<file path="config.mk">
export PLATFORM = sky130hd
export DESIGN_NAME = mouse_frame_parser_flat
export DESIGN_NICKNAME = d
export VERILOG_FILES = /design/src/rtl/core/mfp_pkg.sv /design/src/rtl/core/mfp_if.sv /design/src/rtl/core/mfp_parse.sv /design/src/rtl/core/mfp_out_reg.sv /design/src/rtl/core/mouse_frame_parser.sv /design/src/flat_wrapper.sv
export SDC_FILE = /design/constraint.sdc
export NUM_CORES = 1
export LEC_CHECK = 0
export BUFFER_PORTS_ARGS = -buffer_cell sky130_fd_sc_hd__buf_2
export CAP_MARGIN = 20
export CORE_MARGIN = 3
export CORE_UTILIZATION = 47
export CTS_CLUSTER_SIZE = 8
export DETAILED_ROUTE_END_ITERATION = 6
export PLACE_DENSITY = 0.65
export SETUP_SLACK_MARGIN = 0.5
export SYNTH_ARGS = -nofsm -noshare
export SYNTH_HDL_FRONTEND = slang
export SYNTH_SLANG_ARGS = --single-unit
</file>
<file path="constraint.sdc">
create_clock -name i_clk -period 3.6 [get_ports i_clk]
set_input_delay 0.18 -clock i_clk [delete_from_list [all_inputs] [get_ports i_clk]]
set_output_delay 0.18 -clock i_clk [all_outputs]
set_load 0.005 [all_outputs]
</file>
<file path="src/rtl/core/mfp_pkg.sv">
// ----------------------------------------------------------------------------
// mfp_pkg
// Shared constants and types for the pointer frame parser: header bytes,
// frame positions, payload slot layout and the result beat.
// ----------------------------------------------------------------------------
package mfp_pkg;

    // header bytes of a frame
    localparam logic [7:0] HDR_FIRST  = 8'hA5;
    localparam logic [7:0] HDR_SECOND = 8'h5A;

    // frame geometry
    localparam int FRAME_BYTES = 10;
    localparam int PAYLOAD_LEN = 7;
    localparam int POS_W       = 4;
    localparam int PAY_IDX_W   = 3;
    localparam int BUTTON_W    = 3;

    // frame positions (index of the next expected byte)
    localparam logic [POS_W-1:0] POS_HUNT      = 4'd0;
    localparam logic [POS_W-1:0] POS_HDR2      = 4'd1;
    localparam logic [POS_W-1:0] POS_PAY_FIRST = 4'd2;
    localparam logic [POS_W-1:0] POS_PAY_LAST  = 4'd8;
    localparam logic [POS_W-1:0] POS_CHECK     = 4'd9;

    // payload slot layout
    localparam logic [PAY_IDX_W-1:0] IDX_SEQ   = 3'd0;
    localparam logic [PAY_IDX_W-1:0] IDX_BTN   = 3'd1;
    localparam logic [PAY_IDX_W-1:0] IDX_DX_LO = 3'd2;
    localparam logic [PAY_IDX_W-1:0] IDX_DX_HI = 3'd3;
    localparam logic [PAY_IDX_W-1:0] IDX_DY_LO = 3'd4;
    localparam logic [PAY_IDX_W-1:0] IDX_DY_HI = 3'd5;
    localparam logic [PAY_IDX_W-1:0] IDX_WHEEL = 3'd6;

    typedef logic [7:0] t_byte;

    // one decoded frame
    typedef struct packed {
        logic                frame_good;
        logic [7:0]          seq_number;
        logic [BUTTON_W-1:0] button_bits;
        logic signed [15:0]  delta_x;
        logic signed [15:0]  delta_y;
        logic signed [7:0]   wheel_delta;
        logic [15:0]         bad_frame_total;
    } t_mfp_result;

endpackage

</file>
<file path="src/rtl/core/mfp_if.sv">
// ----------------------------------------------------------------------------
// mfp interfaces
// Valid/ready channels of the parser: received bytes in, decoded frames out.
// ----------------------------------------------------------------------------
interface mfp_byte_if;
    logic       valid;
    logic       ready;
    logic [7:0] rx_byte;

    modport source (output valid, output rx_byte, input ready);
    modport sink   (input valid, input rx_byte, output ready);
endinterface

interface mfp_result_if;
    logic               valid;
    logic               ready;
    logic               frame_good;
    logic [7:0]         seq_number;
    logic [2:0]         button_bits;
    logic signed [15:0] delta_x;
    logic signed [15:0] delta_y;
    logic signed [7:0]  wheel_delta;
    logic [15:0]        bad_frame_total;

    modport source (
        output valid, output frame_good, output seq_number, output button_bits,
        output delta_x, output delta_y, output wheel_delta, output bad_frame_total,
        input ready
    );
    modport sink (
        input valid, input frame_good, input seq_number, input button_bits,
        input delta_x, input delta_y, input wheel_delta, input bad_frame_total,
        output ready
    );
endinterface

</file>
<file path="src/rtl/core/mfp_parse.sv">
// ----------------------------------------------------------------------------
// mfp_parse
// Frame tracker: header hunt, running checksum, payload slots and the bad
// checksum counter. Builds the decoded frame when the checksum byte arrives.
// ----------------------------------------------------------------------------
module mfp_parse (
    input  logic                 i_clk,
    input  logic                 i_rst_n,
    input  logic                 i_step,
    input  mfp_pkg::t_byte       i_byte,
    output logic                 o_result_valid,
    output mfp_pkg::t_mfp_result o_result
);
    import mfp_pkg::*;

    logic [POS_W-1:0]     r_pos;
    logic [POS_W-1:0]     n_pos;
    t_byte                r_sum;
    t_byte                n_sum;
    logic [15:0]          r_bad;
    logic [15:0]          n_bad;
    t_byte                r_pay [PAYLOAD_LEN];
    logic [PAY_IDX_W-1:0] pay_off;
    logic                 pay_wr;
    logic                 sum_ok;

    assign pay_off = PAY_IDX_W'(r_pos - POS_PAY_FIRST);
    assign pay_wr  = i_step && (r_pos >= POS_PAY_FIRST) && (r_pos <= POS_PAY_LAST);
    assign sum_ok  = (i_byte == r_sum);

    // next position, sum and counter, plus the frame result
    always_comb begin
        n_pos          = r_pos;
        n_sum          = r_sum;
        n_bad          = r_bad;
        o_result_valid = 1'b0;
        o_result       = '0;
        if (r_pos == POS_HUNT || r_pos > POS_CHECK) begin
            if (i_byte == HDR_FIRST) begin
                n_pos = POS_HDR2;
                n_sum = HDR_FIRST;
            end else begin
                n_pos = POS_HUNT;
                n_sum = '0;
            end
        end else if (r_pos == POS_HDR2) begin
            if (i_byte == HDR_SECOND) begin
                n_pos = POS_PAY_FIRST;
                n_sum = r_sum + i_byte;
            end else if (i_byte == HDR_FIRST) begin
                n_pos = POS_HDR2;
                n_sum = HDR_FIRST;
            end else begin
                n_pos = POS_HUNT;
                n_sum = '0;
            end
        end else if (r_pos != POS_CHECK) begin
            n_pos = r_pos + 1'b1;
            n_sum = r_sum + i_byte;
        end else begin
            // checksum byte closes the frame
            n_pos          = POS_HUNT;
            n_sum          = '0;
            o_result_valid = i_step;
            if (sum_ok) begin
                o_result.frame_good  = 1'b1;
                o_result.seq_number  = r_pay[IDX_SEQ];
                o_result.button_bits = r_pay[IDX_BTN][BUTTON_W-1:0];
                o_result.delta_x     = {r_pay[IDX_DX_HI], r_pay[IDX_DX_LO]};
                o_result.delta_y     = {r_pay[IDX_DY_HI], r_pay[IDX_DY_LO]};
                o_result.wheel_delta = r_pay[IDX_WHEEL];
            end else begin
                n_bad = r_bad + 16'd1;
            end
            o_result.bad_frame_total = n_bad;
        end
    end

    // control state
    always_ff @(posedge i_clk) begin
        if (!i_rst_n) begin
            r_pos <= POS_HUNT;
            r_sum <= '0;
            r_bad <= '0;
        end else if (i_step) begin
            r_pos <= n_pos;
            r_sum <= n_sum;
            r_bad <= n_bad;
        end
    end

    // payload slots, one per frame byte between header and checksum
    for (genvar gi = 0; gi < PAYLOAD_LEN; gi++) begin : g_pay
        always_ff @(posedge i_clk) begin
            if (pay_wr && pay_off == PAY_IDX_W'(gi)) begin
                r_pay[gi] <= i_byte;
            end
        end
    end

endmodule

</file>
<file path="src/rtl/core/mfp_out_reg.sv">
// ----------------------------------------------------------------------------
// mfp_out_reg
// Result register: holds one decoded frame until the sink takes the beat.
// ----------------------------------------------------------------------------
module mfp_out_reg (
    input  logic                 i_clk,
    input  logic                 i_rst_n,
    input  logic                 i_load,
    input  mfp_pkg::t_mfp_result i_result,
    output logic                 o_free,
    mfp_result_if.source         o_res
);
    import mfp_pkg::*;

    logic        r_valid;
    t_mfp_result r_result;

    // slot is free when empty or being drained this cycle
    assign o_free = !r_valid || o_res.ready;

    always_ff @(posedge i_clk) begin
        if (!i_rst_n) begin
            r_valid <= 1'b0;
        end else if (o_free) begin
            r_valid <= i_load;
        end
    end

    always_ff @(posedge i_clk) begin
        if (o_free && i_load) begin
            r_result <= i_result;
        end
    end

    // drive the output beat
    assign o_res.valid           = r_valid;
    assign o_res.frame_good      = r_result.frame_good;
    assign o_res.seq_number      = r_result.seq_number;
    assign o_res.button_bits     = r_result.button_bits;
    assign o_res.delta_x         = r_result.delta_x;
    assign o_res.delta_y         = r_result.delta_y;
    assign o_res.wheel_delta     = r_result.wheel_delta;
    assign o_res.bad_frame_total = r_result.bad_frame_total;

endmodule

</file>
<file path="src/rtl/core/mouse_frame_parser.sv">
// ----------------------------------------------------------------------------
// mouse_frame_parser
// Byte-serial decoder for 10-byte pointer frames (A5 5A header, checksum).
// ----------------------------------------------------------------------------
// Takes one received byte per clock and emits one beat per completed frame
// on the result channel. A byte goes into an input register, the frame
// tracker works on it once the result register is free, and a finished frame
// is loaded into the result register at the end of that cycle; a frame result
// thus passes both registers before it is offered. The input side keeps taking
// bytes while a result waits; it stalls only when both the input register and
// the result register are full and the result sink holds ready low.
// Bad-checksum beats carry zero fields and the updated 16-bit wrapping
// failure count.
module mouse_frame_parser (
    input  logic         i_clk,
    input  logic         i_rst_n,
    mfp_byte_if.sink     i_rx,
    mfp_result_if.source o_res
);
    import mfp_pkg::*;

    logic        r_in_valid;
    t_byte       r_in_byte;
    logic        out_free;
    logic        step;
    logic        res_valid;
    t_mfp_result res;

    // input register
    assign i_rx.ready = !r_in_valid || out_free;
    assign step       = r_in_valid && out_free;

    always_ff @(posedge i_clk) begin
        if (!i_rst_n) begin
            r_in_valid <= 1'b0;
        end else if (i_rx.ready) begin
            r_in_valid <= i_rx.valid;
        end
    end

    always_ff @(posedge i_clk) begin
        if (i_rx.ready && i_rx.valid) begin
            r_in_byte <= i_rx.rx_byte;
        end
    end

    // frame tracker
    mfp_parse u_parse (
        .i_clk          (i_clk),
        .i_rst_n        (i_rst_n),
        .i_step         (step),
        .i_byte         (r_in_byte),
        .o_result_valid (res_valid),
        .o_result       (res)
    );

    // result register
    mfp_out_reg u_out (
        .i_clk    (i_clk),
        .i_rst_n  (i_rst_n),
        .i_load   (res_valid),
        .i_result (res),
        .o_free   (out_free),
        .o_res    (o_res)
    );

endmodule

</file>
<file path="src/flat_wrapper.sv">
// flat-port wrapper written by rule: the top's interface ports become plain ports
module mouse_frame_parser_flat import mfp_pkg::*;
  (i_clk, i_rst_n, i_rx_valid, i_rx_rx_byte, i_rx_ready, o_res_valid, o_res_frame_good, o_res_seq_number, o_res_button_bits, o_res_delta_x, o_res_delta_y, o_res_wheel_delta, o_res_bad_frame_total, o_res_ready);
  mfp_byte_if i_rx_i ();
  mfp_result_if o_res_i ();
  input  logic i_clk;
  input  logic i_rst_n;
  input wire logic [$bits(i_rx_i.valid)-1:0] i_rx_valid;
  input wire logic [$bits(i_rx_i.rx_byte)-1:0] i_rx_rx_byte;
  output wire logic [$bits(i_rx_i.ready)-1:0] i_rx_ready;
  output wire logic [$bits(o_res_i.valid)-1:0] o_res_valid;
  output wire logic [$bits(o_res_i.frame_good)-1:0] o_res_frame_good;
  output wire logic [$bits(o_res_i.seq_number)-1:0] o_res_seq_number;
  output wire logic [$bits(o_res_i.button_bits)-1:0] o_res_button_bits;
  output wire logic [$bits(o_res_i.delta_x)-1:0] o_res_delta_x;
  output wire logic [$bits(o_res_i.delta_y)-1:0] o_res_delta_y;
  output wire logic [$bits(o_res_i.wheel_delta)-1:0] o_res_wheel_delta;
  output wire logic [$bits(o_res_i.bad_frame_total)-1:0] o_res_bad_frame_total;
  input wire logic [$bits(o_res_i.ready)-1:0] o_res_ready;
  assign i_rx_i.valid = i_rx_valid;
  assign i_rx_i.rx_byte = i_rx_rx_byte;
  assign i_rx_ready = i_rx_i.ready;
  assign o_res_valid = o_res_i.valid;
  assign o_res_frame_good = o_res_i.frame_good;
  assign o_res_seq_number = o_res_i.seq_number;
  assign o_res_button_bits = o_res_i.button_bits;
  assign o_res_delta_x = o_res_i.delta_x;
  assign o_res_delta_y = o_res_i.delta_y;
  assign o_res_wheel_delta = o_res_i.wheel_delta;
  assign o_res_bad_frame_total = o_res_i.bad_frame_total;
  assign o_res_i.ready = o_res_ready;
  mouse_frame_parser u_core (.i_clk(i_clk), .i_rst_n(i_rst_n), .i_rx(i_rx_i), .o_res(o_res_i));
endmodule
</file>
# Word level (Yosys, flattened, before mapping)
# Memory sizes are Yosys's and may differ from the RTL's.
# Cells that the tools add are included.
# op_classes
addsub	4
magnitude_cmp	3
n_eq_ne	11
muxes	47
n_bitwise	4
n_reduce_logical	28
# op_table
op	n
2-to-1 mux 8 bit	11
2-to-1 mux 52 bit	1
OR reduction 8 bit	6
2-to-1 mux 1 bit	24
2-to-1 mux 3 bit	6
adder 16 x 1 -> 16 bit (second input constant)	1
2-to-1 mux 16 bit	1
logical AND 1 bit	12
2-to-1 mux 4 bit	3
equality test 3 bit (second input constant)	3
adder 8 bit	1
equality test 8 x 7 -> 1 bit (second input constant)	1
equality test 8 bit	1
equality test 8 bit (second input constant)	1
equality test 3 x 2 -> 1 bit (second input constant)	2
adder 4 x 1 -> 4 bit (second input constant)	1
equality test 4 x 1 -> 1 bit (second input constant)	1
greater-or-equal comparator 4 x 2 -> 1 bit (second input constant)	1
greater-than comparator 4 bit (second input constant)	1
less-or-equal comparator 4 bit (second input constant)	1
zero test 4 bit	1
!= test 4 bit (second input constant)	1
inverter 1 bit	4
AND reduction 4 bit	1
8 further kinds	11
# totals
register_bits	106
mem_bits_rw	56
inputBits	12
out_inout_bits	70
wordCells	111
n_memories	1
# mem_list
name	depth	width	rd	rd_clocked_by_memory_dff	write_ports	line	rtl
u_core.u_parse.r_pay	7	8	7	0	1	mfp_parse.sv:22	t_byte r_pay [PAYLOAD_LEN];

# Depth between registers and ports, before layout
# Gate-level depths: netlist of run 1.
# logic_depth
ltp_word	15
mapped_depth	8
ltp_nobuf	8

# Cells and area by module
# Synthesis of run 1 repeated with hierarchy kept, for this count alone.
# unflattened
cells_unflattened	464
hier_area_um2	6401.1
# by_module_without_submodules
mod	n_inst	cells_each	area_per_inst_um2	seq_area_each_um2
mfp_parse	1	377	3996.3	2092.0
mfp_out_reg	1	73	2099.5	2062.0
mouse_frame_parser	1	14	305.3	260.2

# Worst setup path after synthesis of run 1
# OpenSTA, ideal clock, no wires.
# synth_timing
kind	register to register
start	register u_core.u_parse.r_pos[1]
end	register u_core.u_parse.r_bad[0]
setup_time_ps	128
t_arrival_ps	2788
t_required_ps	3472
path_slack_ps	684
stages_incl_launch_ff	9
path_buffers	1
period_less_slack_ps	2916
cell_sequence	dfxtp_1 > buf_2 > nor2_4 > and3_1 > nand2_1 > inv_1 > nand2_1 > xor2_1 > nor2_1
# synth_via
elab_chain_cells	4
elab_cells_between_ends	9
cone_classes	order compare (1); eq/ne (2); bitwise (3); reduce/logical (3)
# synth_rtl
item	line	rtl
start: declaration	mfp_parse.sv:16	logic [POS_W-1:0] r_pos;
start signal: assignment	mfp_parse.sv:86	r_pos <= n_pos;
greater-than comparator 4 bit / zero test 4 bit (equally long branches)	mfp_parse.sv:38	if (r_pos == POS_HUNT || r_pos > POS_CHECK) begin
logical OR 1 bit	mfp_parse.sv:38	
inverter 1 bit (no source line)	n/a	
AND reduction 4 bit (no source line) (*)	n/a	
end signal: assignment	mfp_parse.sv:88	r_bad <= n_bad;
end: declaration	mfp_parse.sv:20	logic [15:0] r_bad;
# Mark *: on every way between the ends. The rest lies on a longest branch, timed or not.
# A chain may end at the register's enable or synchronous reset.

# Worst setup path after layout of run 1
# layout_timing
start	register u_core.r_in_byte[6]
end	register u_core.u_parse.r_bad[15]
# layout_via
elab_chain_cells	2
# layout_rtl
item	line	rtl
start: declaration	mouse_frame_parser.sv:23	t_byte r_in_byte;
start signal: assignment	mouse_frame_parser.sv:43	r_in_byte <= i_rx.rx_byte;
equality test 8 bit	mfp_parse.sv:29	assign sum_ok = (i_byte == r_sum);
2-to-1 mux 16 bit	mfp_parse.sv:65	if (sum_ok) begin
# No other way between the ends.

==> metrics.yaml, run 1 <==
setup_path:
  critPathArrivalTime_ps: 3110
  r2r_slack_ps: 810
  cp_max_fo: 9
  worstReg2RegStart: "u_core.r_in_byte[6]"
  cp.required_ps: 3920
  endpoint_kind: "flip-flop"
  rr_endpoint: "u_core.u_parse.r_bad[15]"
  cp-start-kind: "flip-flop"
  crit_type: "reg -> reg"
  reg2regPathDepth: 7
cts:
  cts_sinks: 157
  cts.clk_slew.worst_paths_ps: 60
  cts_htree_levels: 4
  cts_tree: "yes"
  root_buffer: "clkbuf_16"
  cts_buffers: 17
  cts_max_path_buffers: 2
  clk_latency_ps: 410
timing:
  max-slew-margin-rel_pct: 42.7
  timing.final.crit_period_ps: 2790
  fin_tns_setup_ps: 0
  drv_slew: 0
  hold_violations: 0
  fin_crit_sh_pct: 77.4
  setup_viol: 0
  rsz0062_at_grt: "false"
  fmax_mhz: 359
  tightestPinTransition_ps: 856
  skew_ps: 6.61
yosys:
  synth_edf_count: 127
  syn_area_mm2: 0.00621
  ys_seq_area_share_pct: 71.1
  yosysWarnings: 0
  syn_area_per_cell_um2: 13.6
  synthArstFlopShare_pct: 0
  ys.flop_type: "edfxtp_1"
  synthCells: 457
  synth_cell_type_count: 45
  syn-num-nets: 480
  ys_seq_elements: 157
routing:
  drt-initial-drc-count: 306
  wl_per_cell_um: 15.4
  wirelength_mm: 11.5
  antenna_left: 0
  drc: 0
  vias: 3774
  dr.pass1.iters: 4
  viasPerCell: 5.05
grt:
  grt_pass1_vias: 3476
  grtUsageMet2_pct: 23.7
  top_usage_layer: "met1"
  grt_max_degree: 53
  grt_pass1_wl_mm: 18.4
  overflow: 0
  antenna_found_initial: 0
  grt_use_met3_pct: 4.06
  grt_usage_pct: 16.5
  grtUsageMet1_pct: 24.1
floorplan:
  die_x_um: 121
  rows: 41
  fp.dieH_um: 121
  dieArea_mm2: 0.0146
  core_mm2: 0.0128
  io_pins: 82
  start_util_pct: 48.6
job:
  cap_viol_max_count: 0
finish:
  layout.cells.non_filler: 748
  antenna_cells: 0
  syn2layout_area_growth_pct: 21.5
  drive_gt1_share_pct: 23.1
  postLayoutCellArea_mm2: 0.00754
  nets: 587
hold_path:
  holdPathStages: 2
  whs_endpoint: "u_core.u_parse.r_sum[6]"
  hold_class: "in -> reg"
  hold_path_startpoint: "i_rst_n"
placed_design:
  hpwl_mm: 7.74
  port_buffers: 81
  place_congestion: 0.874
  dp.cells: 704
  dpl-instance-area_mm2: 0.00686
power:
  powerDensity_mw_per_mm2: 500
  peakVddDrop_mv: 0.229
  p_leak_uw: 0.00298
  power_uw: 3770
run_status:
  status: "finished clean"
[per-stage QoR]
stage | hold slack (ps) | utilization [%] | setup slack, ps
2_1_floorplan | 279 | - | 684
3_3_place_gp | 365 | 53.7 | 856
3_5_place_dp | 364 | 53.7 | 723
4_1_cts | 31.3 | 58.8 | 715
5_1_grt | 44.1 | 59.1 | 652
6_report | 54.6 | 59.1 | 814
[flip-flops by register name, summed over array words and instances, names as in the netlist]
signal and count:
u_core.u_out.o_res.delta_x 16, u_core.u_parse.r_pos 4, u_core.u_out.o_res.wheel_delta 8, u_core.u_out.o_res.seq_number 8, u_core.u_out.o_res.button_bits 3, u_core.u_parse.r_sum 8
u_core.r_in_byte 8, u_core.r_in_valid 1, u_core.u_out.o_res.bad_frame_total 16, u_core.u_parse.r_pay 51, u_core.u_parse.r_bad 16, u_core.u_out.o_res.valid 1
u_core.u_out.o_res.frame_good 1, u_core.u_out.o_res.delta_y 16
[logic make-up after synthesis]
logic type,share of synthesized area [%]
DFF,71.1
buffers and inverters,1.61
adders and majority gates,2.34
xor gates and xnor gates,3.95
AOI/OAI and AO/OA,5.78
muxes,0.161
and+or+nand+nor,15.1
[cell usage in the layout (no fill, tap or decap), types with 3 or more instances in the layout]
| cell | synthesis | routed |
|---|---|---|
| clkinv_2 | 0 | 4 |
| clkbuf_16 | 0 | 17 |
| dfxtp_1 | 30 | 30 |
| nor3_1 | 12 | 12 |
| xor2_1 | 11 | 11 |
| and3_1 | 4 | 4 |
| edfxtp_1 | 127 | 127 |
| xnor2_1 | 17 | 17 |
| a22oi_1 | 3 | 3 |
| buf_4 | 0 | 11 |
| or3_1 | 12 | 12 |
| dlygate4sd3_1 | 0 | 9 |
| o21ai_0 | 15 | 15 |
| nand2_1 | 21 | 21 |
| buf_2 | 2 | 81 |
| a21oi_1 | 26 | 26 |
| nor2_1 | 43 | 42 |
| a31oi_1 | 3 | 3 |
| inv_1 | 10 | 9 |
| and2_1 | 53 | 53 |
| ha_1 | 10 | 10 |
| nand3_1 | 9 | 9 |
| nor4bb_1 | 4 | 4 |
[cells in the mapped netlist, types with 3 or more instances]
| master | n | area, µm² |
|---|---|---|
| edfxtp_1 | 127 | 3810 |
| and2_1 | 53 | 332 |
| nor2_1 | 43 | 161 |
| dfxtp_1 | 30 | 601 |
| a21oi_1 | 26 | 130 |
| nand2_1 | 21 | 78.8 |
| xnor2_1 | 17 | 149 |
| o21ai_0 | 15 | 75.1 |
| clkbuf_1 | 13 | 48.8 |
| nor3_1 | 12 | 60.1 |
| or3_1 | 12 | 75.1 |
| xor2_1 | 11 | 96.3 |
| ha_1 | 10 | 125 |
| inv_1 | 10 | 37.5 |
| nand3_1 | 9 | 45.0 |
| and3_1 | 4 | 25.0 |
| nor4bb_1 | 4 | 40.0 |
| a22oi_1 | 3 | 22.5 |
| a31oi_1 | 3 | 18.8 |
[power by group]
part	total, µW	leakage [µW]	switching, µW	internal (µW)
Clock	1710	0.000279	695	1020
Sequential	1980	0.00157	19.0	1960
Combinational	79.0	0.00113	43.9	35.1
[how the worst max path moves through the flow]
stage	cells after the start	slack [ps]	from	endpoint
2_1_floorplan	8	680	u_core.u_parse.r_pos[1]	u_core.u_parse.r_bad[0]
3_3_place_gp	7	860	u_core.r_in_byte[3]	u_core.u_parse.r_bad[15]
3_5_place_dp	7	720	u_core.r_in_byte[6]	u_core.u_parse.r_bad[15]
4_1_cts	7	720	u_core.r_in_byte[6]	u_core.u_parse.r_bad[15]
6_report	7	810	u_core.r_in_byte[6]	u_core.u_parse.r_bad[15]
5_1_grt	7	650	u_core.r_in_byte[6]	u_core.u_parse.r_bad[15]
[routing by layer]
| layer | share of wire [%] | vias to the layer above |
|---|---|---|
| met5 | 0 | - |
| met4 | 1.4 | 0 |
| met3 | 5.2 | 12 |
| met2 | 44 | 103 |
| met1 | 49 | 1794 |
| li1 | - | 1865 |
[what timing repair did]
action	4_1_cts	5_1_grt
endpoints found under the hold margin	9	0
endpoints found under the setup margin	0	1
buffers inserted	0	3
hold buffers	9	0
resized for setup	0	0
[critical path, cell delays in order (launching register included)]
cell      delay, ps
edfxtp_1        570
ha_1            440
nor4_1           90
nand3_1         270
nand4_1         340
or4_4           520
or3_1           320
a21oi_1         140
[area by class of cell]
type,instances,area [µm²]
Clock buffer,17,425
Clock inverter,14,145
Fill cell,995,5230
Inverter,11,41.3
Multi-Input combinational cell,274,1700
Sequential cell,157,4410
Tap cell,172,215
Timing Repair Buffer,103,603
(Power assumes the default switching activity.)
==> run 2: changes to the inputs <==
PLACE_DENSITY = 0.68   (was 0.65)
clock period = 2.3 ns   (was 3.6 ns; I/O delays follow)
==> metrics.yaml, run 2 (synthesized netlist as in run 1, its figures left out) <==
power:
  power.switching_uw: 1300
  peakVddDrop_mv: 0.458
  powerDensity_mw_per_mm2: 707
  netSwitchingFraction_pct: 20.9
  p_leak_uw: 0.00354
  clkPwrFrac_pct: 46.1
  p_comb_share_pct: 4.4
  power_uw: 6230
  power_frac_seq_pct: 49.5
  power.internal_uw: 4930
routing:
  drt-initial-drc-count: 296
  wl_per_cell_um: 17.7
  vias: 4250
  antenna_left: 0
  drc: 0
  viasPerCell: 5.22
  wirelength_mm: 14.4
  dr.pass1.iters: 5
run_status:
  status: "finished clean"
placed_design:
  hpwl_mm: 8.23
  dp.cells: 723
  port_buffers: 81
  preCtsSetupSlack_ps: 40.7
  dpl-instance-area_mm2: 0.00725
  place_congestion: 0.887
floorplan:
  core_mm2: 0.0128
  rows: 41
  dieArea_mm2: 0.0146
  start_util_pct: 48.6
  die_x_um: 121
  fp.dieH_um: 121
  io_pins: 82
finish:
  regArea_mm2: 0.00443
  antenna_cells: 0
  final_common_cell: "edfxtp_1"
  final_cell_mix: "edfxtp_1, buf_2, buf_4"
  layout.cells.non_filler: 814
  drive_gt1_share_pct: 45.2
  multi_input_area_mm2: 0.00224
  nFillCells: 878
  regMostFlops: "u_core.u_parse.r_pay"
  largest_reg_flops: 51
  postLayoutCellArea_mm2: 0.00881
  nets: 652
  syn2layout_area_growth_pct: 41.9
setup_path:
  endpoint_kind: "flip-flop"
  cp.required_ps: 2650
  cp-start-kind: "flip-flop"
  cp_max_fo: 7
  critPathArrivalTime_ps: 2480
  crit_type: "reg -> reg"
timing:
  fin_crit_sh_pct: 92.6
  max-slew-margin-rel_pct: 68.5
  hold_violations: 0
  skew_ps: 9.72
  rsz0062_at_grt: "true"
  setup_slack_ps: 171
  timing.final.crit_period_ps: 2130
  fin_tns_setup_ps: 0
  fmax_mhz: 470
  drv_slew: 0
  setup_viol: 0
  tightestPinTransition_ps: 470
cts:
  root_buffer: "clkbuf_16"
  cts_buffers: 17
  cts_tree: "yes"
  cts_sinks: 157
  cts_htree_levels: 4
  clk_latency_ps: 420
  cts.clk_slew.worst_paths_ps: 60
  cts_max_path_buffers: 2
grt:
  overflow: 0
  antenna_found_initial: 0
  grt_max_degree: 53
  grt_usage_pct: 18.8
  grt_pass1_wl_mm: 20.9
  grt_pass1_vias: 4115
hold_path:
  hold_class: "in -> reg"
job:
  cap_viol_max_count: 0
run 2: layout make-up:
type                            count  share of cell area (%)
Clock buffer                       17                    4.83
Clock inverter                     15                    2.11
Inverter                           11                   0.511
Multi-Input combinational cell    274                    25.4
Sequential cell                   157                    50.3
Tap cell                          172                    2.44
Timing Repair Buffer              168                    14.4
run 2: worst max-delay path: stages, from the launching register on:
cell and delay [ps]:
dfxtp_4 410, and4_4 240, and4_4 300, nand3_2 130, or4_4 510, or3_1 340
a21oi_2 130
run 2: worst paths after layout:
check	start	to	slack, ps	cells after the start
worst min register to register	u_core.u_parse.r_sum[7]	u_core.u_parse.r_sum[7]	510	2
worst max-delay path	u_core.u_parse.r_bad[3]	u_core.u_parse.r_bad[15]	170	6
worst min-delay path	o_res_ready	u_core.r_in_valid	20	3
worst max register to register	u_core.u_parse.r_bad[3]	u_core.u_parse.r_bad[15]	170	6
run 2: metrics by stage:
stage	hold WS, ps	utilization [%]
4_1_cts	2.31	65.4
6_report	16.6	69.0
2_1_floorplan	214	-
3_5_place_dp	293	56.7
3_3_place_gp	291	56.7
5_1_grt	61.9	69.0
run 2: power groups by stage:
| stage | registers [µW] | logic [µW] | clock network (µW) |
|---|---|---|---|
| CTS | 3090 | 250 | 2920 |
| global placement | 3150 | 176 | 0 |
| global route | 3080 | 295 | 3030 |
| finish | 3090 | 277 | 2870 |
| detailed placement | 3150 | 180 | 0 |
| floorplan | 3160 | 102 | 0 |
run 2: layer usage:
layer / track usage (%) / wire length [µm] / vias up
met5: 0 / 0 / -
met3: 4.10 / 877 / 26
met2: 30.5 / 7350 / 137
met4: 8.92 / 285 / 0
li1: - / - / 2014
met1: 24.0 / 5900 / 2073
run 2: timing repair:
item                                   CTS  global route
gates cloned                             0             8
gates resized for setup                 55            44
setup buffers                           24            17
setup endpoints to repair              123           189
hold buffers                            10             0
endpoints found under the hold margin   12             0
pin swaps                               44            39
